## src/lir_pkg.sv

```systemverilog
// Shared types, constants and the control program of the linear-interpolation resampler.
// No dependencies; the resampler top level and its checker use it by scoped names.
`timescale 1ns / 1ps

package lir_pkg;

    localparam int FRAC_W = 24;
    localparam int POS_W = FRAC_W + 2;
    localparam int SRC_W = 22;
    localparam int DIV_W = SRC_W + FRAC_W;
    localparam int DEN_W = 27;
    localparam int CNT_W = $clog2(DIV_W);
    localparam int PROD_W = FRAC_W + 10;
    localparam int ABS_W = FRAC_W + 8;
    localparam int AMP_SHIFT = 15;
    localparam int SCL_W = ABS_W + AMP_SHIFT;
    localparam int OUT_SHIFT = FRAC_W + 7;
    localparam int PERIOD_W = 11;
    localparam int ADDR_W = 3;

    localparam int SRC_CLOCK = 3546895;
    localparam logic [15:0] OUT_RATE = 16'd48000;
    localparam logic [PERIOD_W-1:0] PERIOD_RESET = 11'd428;
    localparam logic [DIV_W-1:0] DIV_NUM = DIV_W'(SRC_CLOCK) << FRAC_W;
    localparam logic [POS_W-1:0] PHASE_ONE = POS_W'(1) << FRAC_W;
    localparam logic REG_IDX_PERIOD = 1'b0;

    typedef struct packed {
        logic signed [7:0] sample_in;
        logic              last_in;
    } lir_in_t;

    typedef struct packed {
        logic signed [15:0] sample_out;
        logic               last_out;
    } lir_out_t;

    typedef enum logic [3:0] {
        OP_FETCH,
        OP_DEN,
        OP_DIV_INIT,
        OP_DIV_STEP,
        OP_STEP_SET,
        OP_FIRST,
        OP_NOP,
        OP_MUL_SPAN,
        OP_MUL_TAIL,
        OP_ABS,
        OP_EMIT,
        OP_WRAP,
        OP_FLUSH,
        OP_TAIL_TEST,
        OP_FINISH
    } lir_op_t;

    typedef enum logic [2:0] {
        C_NEXT,
        C_ALWAYS,
        C_HAVE_PREV,
        C_DIV_MORE,
        C_LAST,
        C_POS_WRAP,
        C_TAIL_END
    } lir_cond_t;

    typedef logic [4:0] lir_upc_t;

    typedef struct packed {
        lir_op_t   op;
        lir_cond_t cond;
        lir_upc_t  target;
    } lir_uword_t;

    localparam lir_upc_t U_FETCH     = 5'd0;
    localparam lir_upc_t U_DEN       = 5'd1;
    localparam lir_upc_t U_DIV_INIT  = 5'd2;
    localparam lir_upc_t U_DIV_STEP  = 5'd3;
    localparam lir_upc_t U_STEP_SET  = 5'd4;
    localparam lir_upc_t U_FIRST     = 5'd5;
    localparam lir_upc_t U_SPAN_TEST = 5'd6;
    localparam lir_upc_t U_SPAN_MUL  = 5'd7;
    localparam lir_upc_t U_SPAN_ABS  = 5'd8;
    localparam lir_upc_t U_SPAN_EMIT = 5'd9;
    localparam lir_upc_t U_WRAP      = 5'd10;
    localparam lir_upc_t U_FLUSH     = 5'd11;
    localparam lir_upc_t U_TAIL_TEST = 5'd12;
    localparam lir_upc_t U_TAIL_MUL  = 5'd13;
    localparam lir_upc_t U_TAIL_ABS  = 5'd14;
    localparam lir_upc_t U_TAIL_EMIT = 5'd15;
    localparam lir_upc_t U_FINISH    = 5'd16;

    function automatic lir_uword_t lir_ucode(input lir_upc_t addr);
        lir_uword_t w;
        case (addr)
            U_FETCH:     w = '{OP_FETCH,     C_HAVE_PREV, U_SPAN_TEST};
            U_DEN:       w = '{OP_DEN,       C_NEXT,      U_FETCH};
            U_DIV_INIT:  w = '{OP_DIV_INIT,  C_NEXT,      U_FETCH};
            U_DIV_STEP:  w = '{OP_DIV_STEP,  C_DIV_MORE,  U_DIV_STEP};
            U_STEP_SET:  w = '{OP_STEP_SET,  C_LAST,      U_TAIL_TEST};
            U_FIRST:     w = '{OP_FIRST,     C_ALWAYS,    U_FETCH};
            U_SPAN_TEST: w = '{OP_NOP,       C_POS_WRAP,  U_WRAP};
            U_SPAN_MUL:  w = '{OP_MUL_SPAN,  C_NEXT,      U_FETCH};
            U_SPAN_ABS:  w = '{OP_ABS,       C_NEXT,      U_FETCH};
            U_SPAN_EMIT: w = '{OP_EMIT,      C_ALWAYS,    U_SPAN_TEST};
            U_WRAP:      w = '{OP_WRAP,      C_LAST,      U_TAIL_TEST};
            U_FLUSH:     w = '{OP_FLUSH,     C_ALWAYS,    U_FETCH};
            U_TAIL_TEST: w = '{OP_TAIL_TEST, C_TAIL_END,  U_FINISH};
            U_TAIL_MUL:  w = '{OP_MUL_TAIL,  C_NEXT,      U_FETCH};
            U_TAIL_ABS:  w = '{OP_ABS,       C_NEXT,      U_FETCH};
            U_TAIL_EMIT: w = '{OP_EMIT,      C_ALWAYS,    U_TAIL_TEST};
            U_FINISH:    w = '{OP_FINISH,    C_ALWAYS,    U_FETCH};
            default:     w = '{OP_NOP,       C_ALWAYS,    U_FETCH};
        endcase
        return w;
    endfunction

endpackage

```

## src/linear_interp_audio_resampler.sv

```systemverilog
// Top level of the linear-interpolation audio resampler: APB register, sequencer and datapath.
// Depends on lir_pkg for payload types, constants and the control program.
`timescale 1ns / 1ps

// Converts signed 8-bit samples at 3546895/source_period Hz into a 48 kHz signed 16-bit
// stream by linear interpolation. A small control program steps one shared datapath: for
// the first sample of a clip a bit-serial divider derives the phase step from source_period
// (one quotient bit per cycle, 46 bits), and every result passes four steps (test,
// multiply, magnitude, scale). The final sample of a clip adds the tail results and marks
// the last one with last_out. Results pass through an output register, so a new input is
// taken while a result still waits. source_period is latched at the first sample of each
// clip and reads back at byte address 0.
module linear_interp_audio_resampler (
    input  logic                          aclk,
    input  logic                          aresetn,
    input  logic                          psel,
    input  logic                          penable,
    input  logic                          pwrite,
    input  logic [lir_pkg::ADDR_W-1:0]    paddr,
    input  logic [31:0]                   pwdata,
    output logic [31:0]                   prdata,
    output logic                          pready,
    input  logic                          s_valid,
    output logic                          s_ready,
    input  lir_pkg::lir_in_t              s_data,
    output logic                          m_valid,
    input  logic                          m_ready,
    output lir_pkg::lir_out_t             m_data
);

    logic [lir_pkg::PERIOD_W-1:0]    period_reg, period_next;
    lir_pkg::lir_upc_t               upc_reg, upc_next;
    logic                            have_prev_reg, have_prev_next;
    logic [lir_pkg::POS_W-1:0]       pos_reg, pos_next;
    logic [lir_pkg::FRAC_W-1:0]      step_reg, step_next;
    logic signed [7:0]               prev_reg, prev_next;
    logic signed [7:0]               cur_reg, cur_next;
    logic                            last_reg, last_next;
    logic [lir_pkg::DEN_W-1:0]       den_reg, den_next;
    logic [lir_pkg::DIV_W-1:0]       dq_reg, dq_next;
    logic [lir_pkg::DEN_W-1:0]       rem_reg, rem_next;
    logic [lir_pkg::CNT_W-1:0]       cnt_reg, cnt_next;
    logic signed [lir_pkg::PROD_W-1:0] prod_reg, prod_next;
    logic signed [7:0]               s1_reg, s1_next;
    logic [lir_pkg::ABS_W-1:0]       abs_reg, abs_next;
    logic                            neg_reg, neg_next;
    logic [15:0]                     pend_reg, pend_next;
    logic                            pend_valid_reg, pend_valid_next;
    logic                            m_valid_reg, m_valid_next;
    lir_pkg::lir_out_t               m_data_reg, m_data_next;

    lir_pkg::lir_uword_t             uw;
    logic                            stall;
    logic                            cond_true;
    logic                            out_free;
    logic                            push;
    logic                            push_last;
    logic                            cfg_write;
    logic [lir_pkg::DEN_W:0]         div_sh;
    logic                            div_bit;
    logic signed [lir_pkg::FRAC_W:0] frac_s;
    logic signed [8:0]               diff;
    logic signed [lir_pkg::PROD_W-1:0] span_v;
    logic [lir_pkg::SCL_W-1:0]       scaled;
    logic [15:0]                     mag;
    logic [15:0]                     result;
    logic [lir_pkg::POS_W-1:0]       pos_adv;

    assign pready  = 1'b1;
    assign prdata  = (paddr[2] == lir_pkg::REG_IDX_PERIOD) ? 32'(period_reg) : 32'd0;
    assign s_ready = (uw.op == lir_pkg::OP_FETCH);
    assign m_valid = m_valid_reg;
    assign m_data  = m_data_reg;

    assign cfg_write = psel && penable && pwrite && pready
                       && (paddr[2] == lir_pkg::REG_IDX_PERIOD);

    always_comb begin
        uw        = lir_pkg::lir_ucode(upc_reg);
        out_free  = !m_valid_reg || m_ready;
        pos_adv   = lir_pkg::POS_W'(pos_reg + lir_pkg::POS_W'(step_reg));

        div_sh    = {rem_reg, dq_reg[lir_pkg::DIV_W-1]};
        div_bit   = (div_sh >= {1'b0, den_reg});

        frac_s    = $signed({1'b0, pos_reg[lir_pkg::FRAC_W-1:0]});
        diff      = 9'(cur_reg) - 9'(prev_reg);
        span_v    = (lir_pkg::PROD_W'(s1_reg) <<< lir_pkg::FRAC_W) + prod_reg;
        scaled    = {abs_reg, lir_pkg::AMP_SHIFT'(0)} - lir_pkg::SCL_W'(abs_reg);
        mag       = 16'(scaled >> lir_pkg::OUT_SHIFT);
        result    = neg_reg ? 16'(16'd0 - mag) : mag;

        stall = 1'b0;
        case (uw.op)
            lir_pkg::OP_FETCH: begin
                stall = !s_valid;
            end
            lir_pkg::OP_EMIT, lir_pkg::OP_FLUSH, lir_pkg::OP_FINISH: begin
                stall = pend_valid_reg && !out_free;
            end
            default: begin
                stall = 1'b0;
            end
        endcase

        case (uw.cond)
            lir_pkg::C_NEXT:      cond_true = 1'b0;
            lir_pkg::C_ALWAYS:    cond_true = 1'b1;
            lir_pkg::C_HAVE_PREV: cond_true = have_prev_reg;
            lir_pkg::C_DIV_MORE:  cond_true = (cnt_reg != lir_pkg::CNT_W'(lir_pkg::DIV_W - 1));
            lir_pkg::C_LAST:      cond_true = last_reg;
            lir_pkg::C_POS_WRAP:  cond_true = (pos_reg[lir_pkg::POS_W-1:lir_pkg::FRAC_W] != 2'b00);
            lir_pkg::C_TAIL_END:  cond_true = (pos_adv > lir_pkg::PHASE_ONE);
            default:              cond_true = 1'b0;
        endcase

        if (stall) begin
            upc_next = upc_reg;
        end else if (cond_true) begin
            upc_next = uw.target;
        end else begin
            upc_next = lir_pkg::lir_upc_t'(upc_reg + 5'd1);
        end

        period_next     = cfg_write ? pwdata[lir_pkg::PERIOD_W-1:0] : period_reg;
        have_prev_next  = have_prev_reg;
        pos_next        = pos_reg;
        step_next       = step_reg;
        prev_next       = prev_reg;
        cur_next        = cur_reg;
        last_next       = last_reg;
        den_next        = den_reg;
        dq_next         = dq_reg;
        rem_next        = rem_reg;
        cnt_next        = cnt_reg;
        prod_next       = prod_reg;
        s1_next         = s1_reg;
        abs_next        = abs_reg;
        neg_next        = neg_reg;
        pend_next       = pend_reg;
        pend_valid_next = pend_valid_reg;
        push            = 1'b0;
        push_last       = 1'b0;

        if (!stall) begin
            case (uw.op)
                lir_pkg::OP_FETCH: begin
                    cur_next  = s_data.sample_in;
                    last_next = s_data.last_in;
                end
                lir_pkg::OP_DEN: begin
                    den_next = lir_pkg::DEN_W'(lir_pkg::OUT_RATE * period_reg);
                    pos_next = '0;
                end
                lir_pkg::OP_DIV_INIT: begin
                    dq_next  = lir_pkg::DIV_NUM + lir_pkg::DIV_W'(den_reg >> 1);
                    rem_next = '0;
                    cnt_next = '0;
                end
                lir_pkg::OP_DIV_STEP: begin
                    rem_next = div_bit ? lir_pkg::DEN_W'(div_sh - {1'b0, den_reg})
                                       : div_sh[lir_pkg::DEN_W-1:0];
                    dq_next  = {dq_reg[lir_pkg::DIV_W-2:0], div_bit};
                    cnt_next = lir_pkg::CNT_W'(cnt_reg + 1'b1);
                end
                lir_pkg::OP_STEP_SET: begin
                    if (|dq_reg[lir_pkg::DIV_W-1:lir_pkg::FRAC_W]) begin
                        step_next = '1;
                    end else begin
                        step_next = dq_reg[lir_pkg::FRAC_W-1:0];
                    end
                end
                lir_pkg::OP_FIRST: begin
                    prev_next      = cur_reg;
                    have_prev_next = 1'b1;
                end
                lir_pkg::OP_MUL_SPAN: begin
                    prod_next = lir_pkg::PROD_W'(frac_s * diff);
                    s1_next   = prev_reg;
                end
                lir_pkg::OP_MUL_TAIL: begin
                    prod_next = '0;
                    s1_next   = cur_reg;
                end
                lir_pkg::OP_ABS: begin
                    neg_next = span_v[lir_pkg::PROD_W-1];
                    abs_next = lir_pkg::ABS_W'(span_v[lir_pkg::PROD_W-1] ? -span_v : span_v);
                end
                lir_pkg::OP_EMIT: begin
                    push            = pend_valid_reg;
                    pend_next       = result;
                    pend_valid_next = 1'b1;
                    pos_next        = pos_adv;
                end
                lir_pkg::OP_WRAP: begin
                    pos_next = {2'b00, pos_reg[lir_pkg::FRAC_W-1:0]};
                end
                lir_pkg::OP_FLUSH: begin
                    push            = pend_valid_reg;
                    pend_valid_next = 1'b0;
                    prev_next       = cur_reg;
                end
                lir_pkg::OP_FINISH: begin
                    push            = pend_valid_reg;
                    push_last       = 1'b1;
                    pend_valid_next = 1'b0;
                    prev_next       = '0;
                    have_prev_next  = 1'b0;
                    pos_next        = '0;
                end
                default: begin
                end
            endcase
        end

        if (push) begin
            m_valid_next          = 1'b1;
            m_data_next.sample_out = $signed(pend_reg);
            m_data_next.last_out   = push_last;
        end else begin
            m_valid_next = m_valid_reg && !m_ready;
            m_data_next  = m_data_reg;
        end
    end

    always_ff @(posedge aclk) begin
        if (!aresetn) begin
            period_reg     <= lir_pkg::PERIOD_RESET;
            upc_reg        <= lir_pkg::U_FETCH;
            have_prev_reg  <= 1'b0;
            pos_reg        <= '0;
            prev_reg       <= '0;
            pend_valid_reg <= 1'b0;
            m_valid_reg    <= 1'b0;
        end else begin
            period_reg     <= period_next;
            upc_reg        <= upc_next;
            have_prev_reg  <= have_prev_next;
            pos_reg        <= pos_next;
            prev_reg       <= prev_next;
            pend_valid_reg <= pend_valid_next;
            m_valid_reg    <= m_valid_next;
        end
        step_reg   <= step_next;
        cur_reg    <= cur_next;
        last_reg   <= last_next;
        den_reg    <= den_next;
        dq_reg     <= dq_next;
        rem_reg    <= rem_next;
        cnt_reg    <= cnt_next;
        prod_reg   <= prod_next;
        s1_reg     <= s1_next;
        abs_reg    <= abs_next;
        neg_reg    <= neg_next;
        pend_reg   <= pend_next;
        m_data_reg <= m_data_next;
    end

endmodule

```

## config.mk

```make
export PLATFORM = sky130hd
export DESIGN_NAME = linear_interp_audio_resampler
export DESIGN_NICKNAME = d
export VERILOG_FILES = /design/src/lir_pkg.sv /design/src/linear_interp_audio_resampler.sv
export SDC_FILE = /design/constraint.sdc
export NUM_CORES = 1
export LEC_CHECK = 0
export BUFFER_PORTS_ARGS = -buffer_cell sky130_fd_sc_hd__buf_2
export CAP_MARGIN = 10
export CORE_UTILIZATION = 30
export CTS_CLUSTER_DIAMETER = 50
export DETAILED_ROUTE_END_ITERATION = 7
export MAX_ROUTING_LAYER = met4
export PLACE_DENSITY = 0.45
export REMOVE_ABC_BUFFERS = 1
export SYNTH_ARGS = -nofsm -noshare
export SYNTH_HDL_FRONTEND = slang
export SYNTH_SLANG_ARGS = --single-unit
```

## constraint.sdc

```tcl
create_clock -name aclk -period 10.8 [get_ports aclk]
set_input_delay 2.16 -clock aclk [delete_from_list [all_inputs] [get_ports aclk]]
set_output_delay 2.16 -clock aclk [all_outputs]
set_load 0.005 [all_outputs]
```

# Yosys cells after proc, flatten, opt, wreduce, memory -nomap -nowiden

Memory sizes are Yosys's and may differ from the RTL's. A register that Yosys moved wholly into a read port is not among the register bits.
Index checks and enable logic that the tools add are counted.

Bits in registers: 293
Memory bits (read-only): 384
Output and inout bits: 52
Word-level logic and storage cells: 117
Memories: 1

Memory list:

| name            | words | width | rd ports | clocked after memory_dff | write ports | line          | text |
|---|---|---|---|---|---|---|---|
| (no name shown) | 32    | 12    | 1        | 1                        | 0           | lir_pkg.sv:94 | `case (addr)` |

Add/subtract/negate cells: 10
$mul: 2
Order comparisons: 2
Eq/ne operators: 19
Multiplexer cells: 22
Bitwise logic cells: 3
Reduce and logical (&&, ||, !) cells: 36

Operators by type and width:

| kind                                                                               | count |
|---|---|
| 46-bit one-hot mux with 2 select lines                                             | 1 |
| 26-bit one-hot mux with 3 select lines                                             | 1 |
| 34-bit one-hot mux with 2 select lines                                             | 1 |
| 27-bit one-hot mux with 2 select lines                                             | 1 |
| 47-bit by 32-bit subtractor with 47-bit output                                     | 1 |
| 45-bit by 27-bit adder with 46-bit output (first input constant)                   | 1 |
| 32-bit by 34-bit adder with 34-bit output                                          | 1 |
| 25-bit by 9-bit multiplier with 34-bit output                                      | 1 |
| 32-bit two-way mux                                                                 | 1 |
| 32-bit negator                                                                     | 1 |
| 8-bit one-hot mux with 2 select lines                                              | 2 |
| 28-bit by 27-bit >= comparator with 1-bit output                                   | 1 |
| 27-bit two-way mux                                                                 | 1 |
| 27-bit subtractor                                                                  | 1 |
| 26-bit by 24-bit adder with 26-bit output                                          | 1 |
| 26-bit by 25-bit greater-than comparator with 1-bit output (second input constant) | 1 |
| 4-bit == test (second input constant)                                              | 6 |
| 2-bit AND reduction                                                                | 11 |
| 22-bit OR reduction                                                                | 1 |
| 9-bit by 11-bit multiplier with 20-bit output (first input constant)               | 1 |
| 16-bit two-way mux                                                                 | 1 |
| 1-bit by 16-bit subtractor with 16-bit output (first input constant)               | 1 |
| 5-bit two-way mux                                                                  | 3 |
| 2-bit nonzero test                                                                 | 7 |
| 24 further kinds                                                                   | 46 |

# Longest topological paths before layout

Gate-level depths: netlist of run 1.

Depth after elaboration: 7
Gate-level depth with buffers: 35

# Least setup slack after synthesis of run 1

Ideal clock, no wire load.

Path kind: reg-to-reg
Start: reg, netlist name uw[9]
End: reg dq_reg[28] (netlist name) (data pin)
Library setup time: 0.261 ns
Arrival time: 7.717 ns
Setup slack: 2.822 ns
Cell stages (with the launch flop): 6
Buffers on the path: 1
Period minus slack after synthesis: 7.978 ns
Cell sequence: dfxtp_1 clkbuf_1 inv_1 nor3_1 nand2_1 o21a_1

Cells in the longest elaborated chain, start to end: 2

Ends and longest elaborated chain:

| element                                  | line                                 | text |
|---|---|---|
| 4-bit by 2-bit == test with 1-bit output | linear_interp_audio_resampler.sv:146 | `case (uw.op)` |
| 46-bit one-hot mux with 2 select lines * | linear_interp_audio_resampler.sv:146 |  |
| to (signal assigned)                     | linear_interp_audio_resampler.sv:248 | `dq_reg <= dq_next;` |
| to (decl)                                | linear_interp_audio_resampler.sv:40  | `logic [lir_pkg::DIV_W-1:0] dq_reg, dq_next;` |

Every way passes the cells marked *; elsewhere a longest branch is shown, timed or not.
A chain may end at the register's enable or synchronous reset.

# Final worst setup path of run 1

Start: reg cur_reg[0]
End: reg prod_reg[30] (netlist name) (data pin)

Cells in the longest elaborated chain, start to end: 3

Ends and longest elaborated chain:

| element                                       | line                                 | text |
|---|---|---|
| from (decl)                                   | linear_interp_audio_resampler.sv:37  | `logic signed [7:0] cur_reg, cur_next;` |
| from (signal assigned)                        | linear_interp_audio_resampler.sv:245 | `cur_reg <= cur_next;` |
| 8-bit by 8-bit subtractor with 9-bit output   | linear_interp_audio_resampler.sv:87  | `diff = 9'(cur_reg) - 9'(prev_reg);` |
| 25-bit by 9-bit multiplier with 34-bit output | linear_interp_audio_resampler.sv:178 | `prod_next = lir_pkg::PROD_W'(frac_s * diff);` |
| 34-bit one-hot mux with 2 select lines        | linear_interp_audio_resampler.sv:146 |  |
| to (signal assigned)                          | linear_interp_audio_resampler.sv:251 | `prod_reg <= prod_next;` |
| to (decl)                                     | linear_interp_audio_resampler.sv:43  | `logic signed [lir_pkg::PROD_W-1:0] prod_reg, prod_next;` |

No other way between the ends.

==> results of run 1 <==
==> final cells by class <==
| class | instances | area (um2) |
|---|---|---|
| clock inverters | 37 | 375.4 |
| well taps | 1080 | 1351 |
| clock buffers | 56 | 1359 |
| flip-flops and latches | 305 | 8508 |
| diodes | 1 | 2.502 |
| multi-input cells | 1828 | 15280 |
| fillers | 8457 | 55080 |
| inverters | 302 | 1134 |
| repair buffers | 82 | 470.5 |
==> routing by layer <==
layer  global-route usage  wire (um)  vias to the layer above  share of wire
met5                    -          0                        -              0
met4              0.03231       1028                        0          0.017
met3              0.01768       1433                       71          0.024
met2               0.2555      29350                      193           0.50
met1               0.1800      27220                     8725           0.46
li1                     -          -                     8612              -
==> power by group <==
| part | internal [uW] | switching [uW] | total (uW) |
|---|---|---|---|
| logic | 897 | 1450 | 2340 |
| clock network | 1020 | 616 | 1630 |
| registers | 1520 | 103 | 1620 |
| total | 3430 | 2170 | 5600 |
==> synthesized netlist by cell type (36+ instances only) <==
library cell / count / area share
a21o_1: 45 / 0.013
a21oi_1: 114 / 0.023
and2_1: 121 / 0.030
clkbuf_1: 76 / 0.011
dfxtp_1: 65 / 0.051
edfxtp_1: 240 / 0.28
fa_1: 202 / 0.16
ha_1: 228 / 0.11
inv_1: 301 / 0.045
nand2_1: 193 / 0.029
nand2b_1: 91 / 0.022
nand3_1: 48 / 0.0095
nor2_1: 176 / 0.026
nor2b_1: 36 / 0.0089
o21ai_0: 83 / 0.016
xnor2_1: 100 / 0.035
==> stage by stage <==
step | instance area (um2) | worst slack, ns
after detailed placement | 26740 | 1.988
final | 28480 | 2.021
after global routing | 28480 | 1.495
after global placement | 26740 | 2.003
after floorplan | 24850 | 1.769
after CTS | 28470 | 1.966
==> path summary, 6_finish.rpt <==
| check | start | endpoint | slack, ns | cells past startpoint |
|---|---|---|---|---|
| setup reg to reg | cur_reg[0] | prod_reg[30] | 2.02 | 33 |
| setup / recovery | cur_reg[0] | prod_reg[30] | 2.02 | 33 |
| hold reg to reg | pend_reg[14] | m_data[15] | 0.42 | 0 |
| hold / removal | pend_reg[14] | m_data[15] | 0.42 | 0 |
==> kinds of logic (layout without fill, tap and decap cells) <==
group,after synthesis,after routing
buf+inv,411,477
simple gates,793,793
fa+ha+maj,430,430
mux,23,23
flops,305,305
xor+xnor,135,135
other cells,2,23
compound gates,425,425
==> out/metrics.yaml, run 1 <==
floorplan:
  die_height_um: 292.4
  io_pins: 103
  dieArea_um2: 85510
  core_um2: 83560
  fp.dieW_um: 292.4
  rows: 106
  initial_core_util: 0.3028
finish:
  final_common_cell: "inv_1"
  drive_gt1_frac: 0.08429
  finalNetCount: 3050
  final_cells: 3691
  largest_reg_flops: 46
  mostFrequentLayoutCells: "inv_1, edfxtp_1, ha_1"
  post-route-util: 0.3409
  area_delta_synth_final_pct: 12.55
worst_setup_path:
  crit_top_cell: "fa_1"
  cp_slowest_stage_delay_ns: 0.61
  endpoint_kind: "register"
  crit_type: "register to register"
  crit_fanout: 3
  start_kind: "register"
  crit_required_ns: 11.09
  timing.critical_path.buf_inv: 5
  crit_slowest_cell: "a2111oi_0"
  crit_family: "compound AO/OA/AOI/OAI gates"
  arrival_ns: 9.07
route:
  routed_via_density: 4.769
  wl_per_cell_um: 16.00
  num_vias: 17600
  drt-initial-drc-count: 695
  drt_pass1_iterations: 5
  drt_wl_total_um: 59040
  drc: 0
  antenna_left: 0
timing:
  max_freq_mhz: 113.9
  tightest_slew_ns: 1.217
  fin_hold_ws_ns: 0.4166
  period_minus_slack_ns: 8.779
  rsz0062_at_grt: "false"
  report.final.slew_viol_count: 0
  slew-limit-headroom: 0.1884
  tns_ns: 0
  setup_viol: 0
  period_share: 0.8128
  skew_ns: 0.03013
  finalHoldViolCount: 0
power_and_ir_drop:
  total_power_uw: 5599
  vdd_drop_max_v: 0.0001596
  p_per_area_nw_per_um2: 196.6
  p_leak_uw: 0.01234
grt:
  grt_overflow: 0
  grt.total_usage: 0.1463
  grt_max_degree: 78
  antenna_found_initial: 1
  grt_pass1_vias: 18600
  grt_pass1_wl_um: 98530
clock_network:
  cts-resized-gates: 0
  cts_buffer_depth: 3
  clock-sinks: 305
  clk_latency_ns: 0.59
  cts_setup_buffers: 0
  cts_tree: "built"
  ctsHoldBuffers: 0
  numCtsBuffers: 50
  htreeDepth: 2
  root_buffer: "clkbuf_16"
  path_clk_slew_ns: 0.06
job:
  maxCapViolCount: 0
yosys:
  synthAdderAreaFrac: 0.2726
  synth-simple-area-share: 0.1589
  ys_warn_count: 0
  synth-edff-count: 240
  yosysUniqueCellTypes: 91
  synth_compound_area_frac: 0.1106
  synthArstFlopShare: 0
  syn_inst: 2524
  synth_seq_area_share: 0.3363
  synthXorXnorAreaFrac: 0.04673
  synth_area_um2: 25300
  synth_ff_type: "edfxtp_1"
  syn_avg_cell_area_um2: 10.02
  ys_ff_latch: 305
  synth_top_family_by_area: "adder cells"
  synth_mux_area_frac: 0.009148
placement:
  place_congestion: 0.8315
  port-buffer-count: 57
  hpwl_um: 45660
  dpl.cell_count: 3596
outcome:
  status: "finished, final reports clean"
min_path:
  hp-class: "register to register"
Power figures use the tool's default switching activity.
==> run 2, diff against run 1 <==
- clock period: 10.8 -> 8.8 ns (I/O delays scaled with it)
==> run 2 against run 1 <==
Against the previous run:
- power increased by 22%
- combinational power increased by 25%
- worst hold slack about the same
- maximum frequency increased by 7.1%
- clock power increased by 18%
- register-to-register slack got worse by 1.4 ns
- cell area about the same
- highest routed layer unchanged
==> out/metrics.yaml, run 2 (same netlist as run 1, synthesis figures left out) <==
outcome:
  status: "finished, final reports clean"
worst_setup_path:
  arrival_ns: 8.51
  crit_required_ns: 9.12
  cp_slowest_stage_delay_ns: 0.55
  startpoint: "cur_reg[0]"
  crit_top_cell: "fa_1"
  r2r-start: "cur_reg[0]"
  crit_type: "register to register"
  crit_fanout: 3
  endpoint_kind: "register"
  start_kind: "register"
  crit_slowest_cell: "fa_1"
timing:
  tns_ns: 0
  finalHoldViolCount: 0
  period_minus_slack_ns: 8.194
  period_share: 0.9312
  fin_hold_ws_ns: 0.4170
  rsz0062_at_grt: "false"
  slew-limit-headroom: 0.2920
  skew_ns: 0.02823
  setup_viol: 0
  max_freq_mhz: 122.0
  tightest_slew_ns: 1.061
  report.final.slew_viol_count: 0
finish:
  area_delta_synth_final_pct: 12.47
  num-fill-cells: 8522
  mostFrequentLayoutCells: "inv_1, edfxtp_1, ha_1"
  final_cells: 3697
  finalNetCount: 3054
  final_common_cell: "inv_1"
  post-route-util: 0.3406
  drive_gt1_frac: 0.08528
  largest_reg_flops: 46
  design_area_um2: 28460
route:
  drc: 0
  drt-initial-drc-count: 902
  wl_per_cell_um: 16.30
  drt_wl_total_um: 60280
  routed_via_density: 4.840
  drt_pass1_iterations: 4
  antenna_left: 0
  num_vias: 17890
placement:
  hpwl_um: 46470
  port-buffer-count: 57
  dpl.cell_count: 3600
  dpl-instance-area_um2: 26770
  place_congestion: 0.8477
clock_network:
  cts-resized-gates: 0
  clock-sinks: 305
  cts_setup_buffers: 0
  cts_buffer_depth: 3
  root_buffer: "clkbuf_16"
  path_clk_slew_ns: 0.06
  numCtsBuffers: 51
  htreeDepth: 2
  clk_latency_ns: 0.60
  ctsHoldBuffers: 0
  cts_tree: "built"
grt:
  grt_max_degree: 74
  grt_pass1_vias: 18670
  grt.total_usage: 0.1486
  grt_pass1_wl_um: 99620
  antenna_found_initial: 3
  grt_overflow: 0
floorplan:
  core_um2: 83560
  dieArea_um2: 85510
  initial_core_util: 0.3028
  rows: 106
  fp.dieW_um: 292.4
  die_height_um: 292.4
  io_pins: 103
power_and_ir_drop:
  p_sw_uw: 2712
  p_clk_frac: 0.282
  p_per_area_nw_per_um2: 240.9
  seqPwrFrac: 0.291
  internal_power_uw: 4145
  p_comb_frac: 0.427
  switching_share: 0.3955
  vdd_drop_max_v: 0.0002171
  p_leak_uw: 0.01233
job:
  maxCapViolCount: 0
min_path:
  worstHoldStart: "pend_reg[9]"
  hp-class: "register to register"
[run 2: cell count changes in the layout (fill, tap and decap cells not counted), sizes merged]
cell and delta:
clkinv +5, buf +4, clkinvlp -2, bufinv -1, clkbuf -1, diode +1
[run 2: through the flow]
stage / total power [uW] / setup WS, ns
3_3_place_gp: 4944 / 0.2912
5_1_grt: 7403 / 0.04988
6_report: 6856 / 0.6059
3_5_place_dp: 4975 / 0.3576
4_1_cts: 6974 / 0.3486
2_1_floorplan: 4074 / -0.2312
[run 2: worst max-delay path, delay by kind of cell (launching register included)]
kind / cells / cell delay, ns
adder cells (fa/ha/maj): 8 / 3.32
buffers and inverters: 5 / 0.32
XOR/XNOR: 1 / 0.15
AO/OA/AOI/OAI: 14 / 3.01
AND/OR/NAND/NOR: 5 / 0.71
flip-flops: 1 / 0.41
[run 2: final timing paths]
kind / slack [ns] / to / cells after the start
setup / recovery: 0.61 / prod_reg[30] / 33
hold / removal: 0.42 / m_data[10] / 0
setup reg to reg: 0.61 / prod_reg[30] / 33
hold reg to reg: 0.42 / m_data[10] / 0
[run 2: layer usage]
layer | wire length (um) | GRT usage
met5 | 0 | -
met4 | 1539 | 0.04240
met3 | 2148 | 0.02223
met2 | 28810 | 0.2462
met1 | 27780 | 0.1877
[run 2: power groups by stage]
stage	clock, uW	sequential (uW)	combinational, uW
3_5_place_dp	0	2020	2950
3_3_place_gp	0	2020	2930
2_1_floorplan	0	1990	2080
4_1_cts	2000	2000	2980
5_1_grt	2060	2020	3330
6_report	1930	1990	2930
[run 2: area by class of cell]
type,count,area [um2],share of cell area
Tap cell,1080,1351,0.04749
Timing Repair Buffer,85,495.5,0.01741
Multi-Input combinational cell,1828,15290,0.5374
Sequential cell,305,8508,0.2990
Inverter,302,1134,0.03983
Clock inverter,39,375.4,0.01319
Clock buffer,56,1295,0.04551
Antenna cell,2,5.005,0.0001759
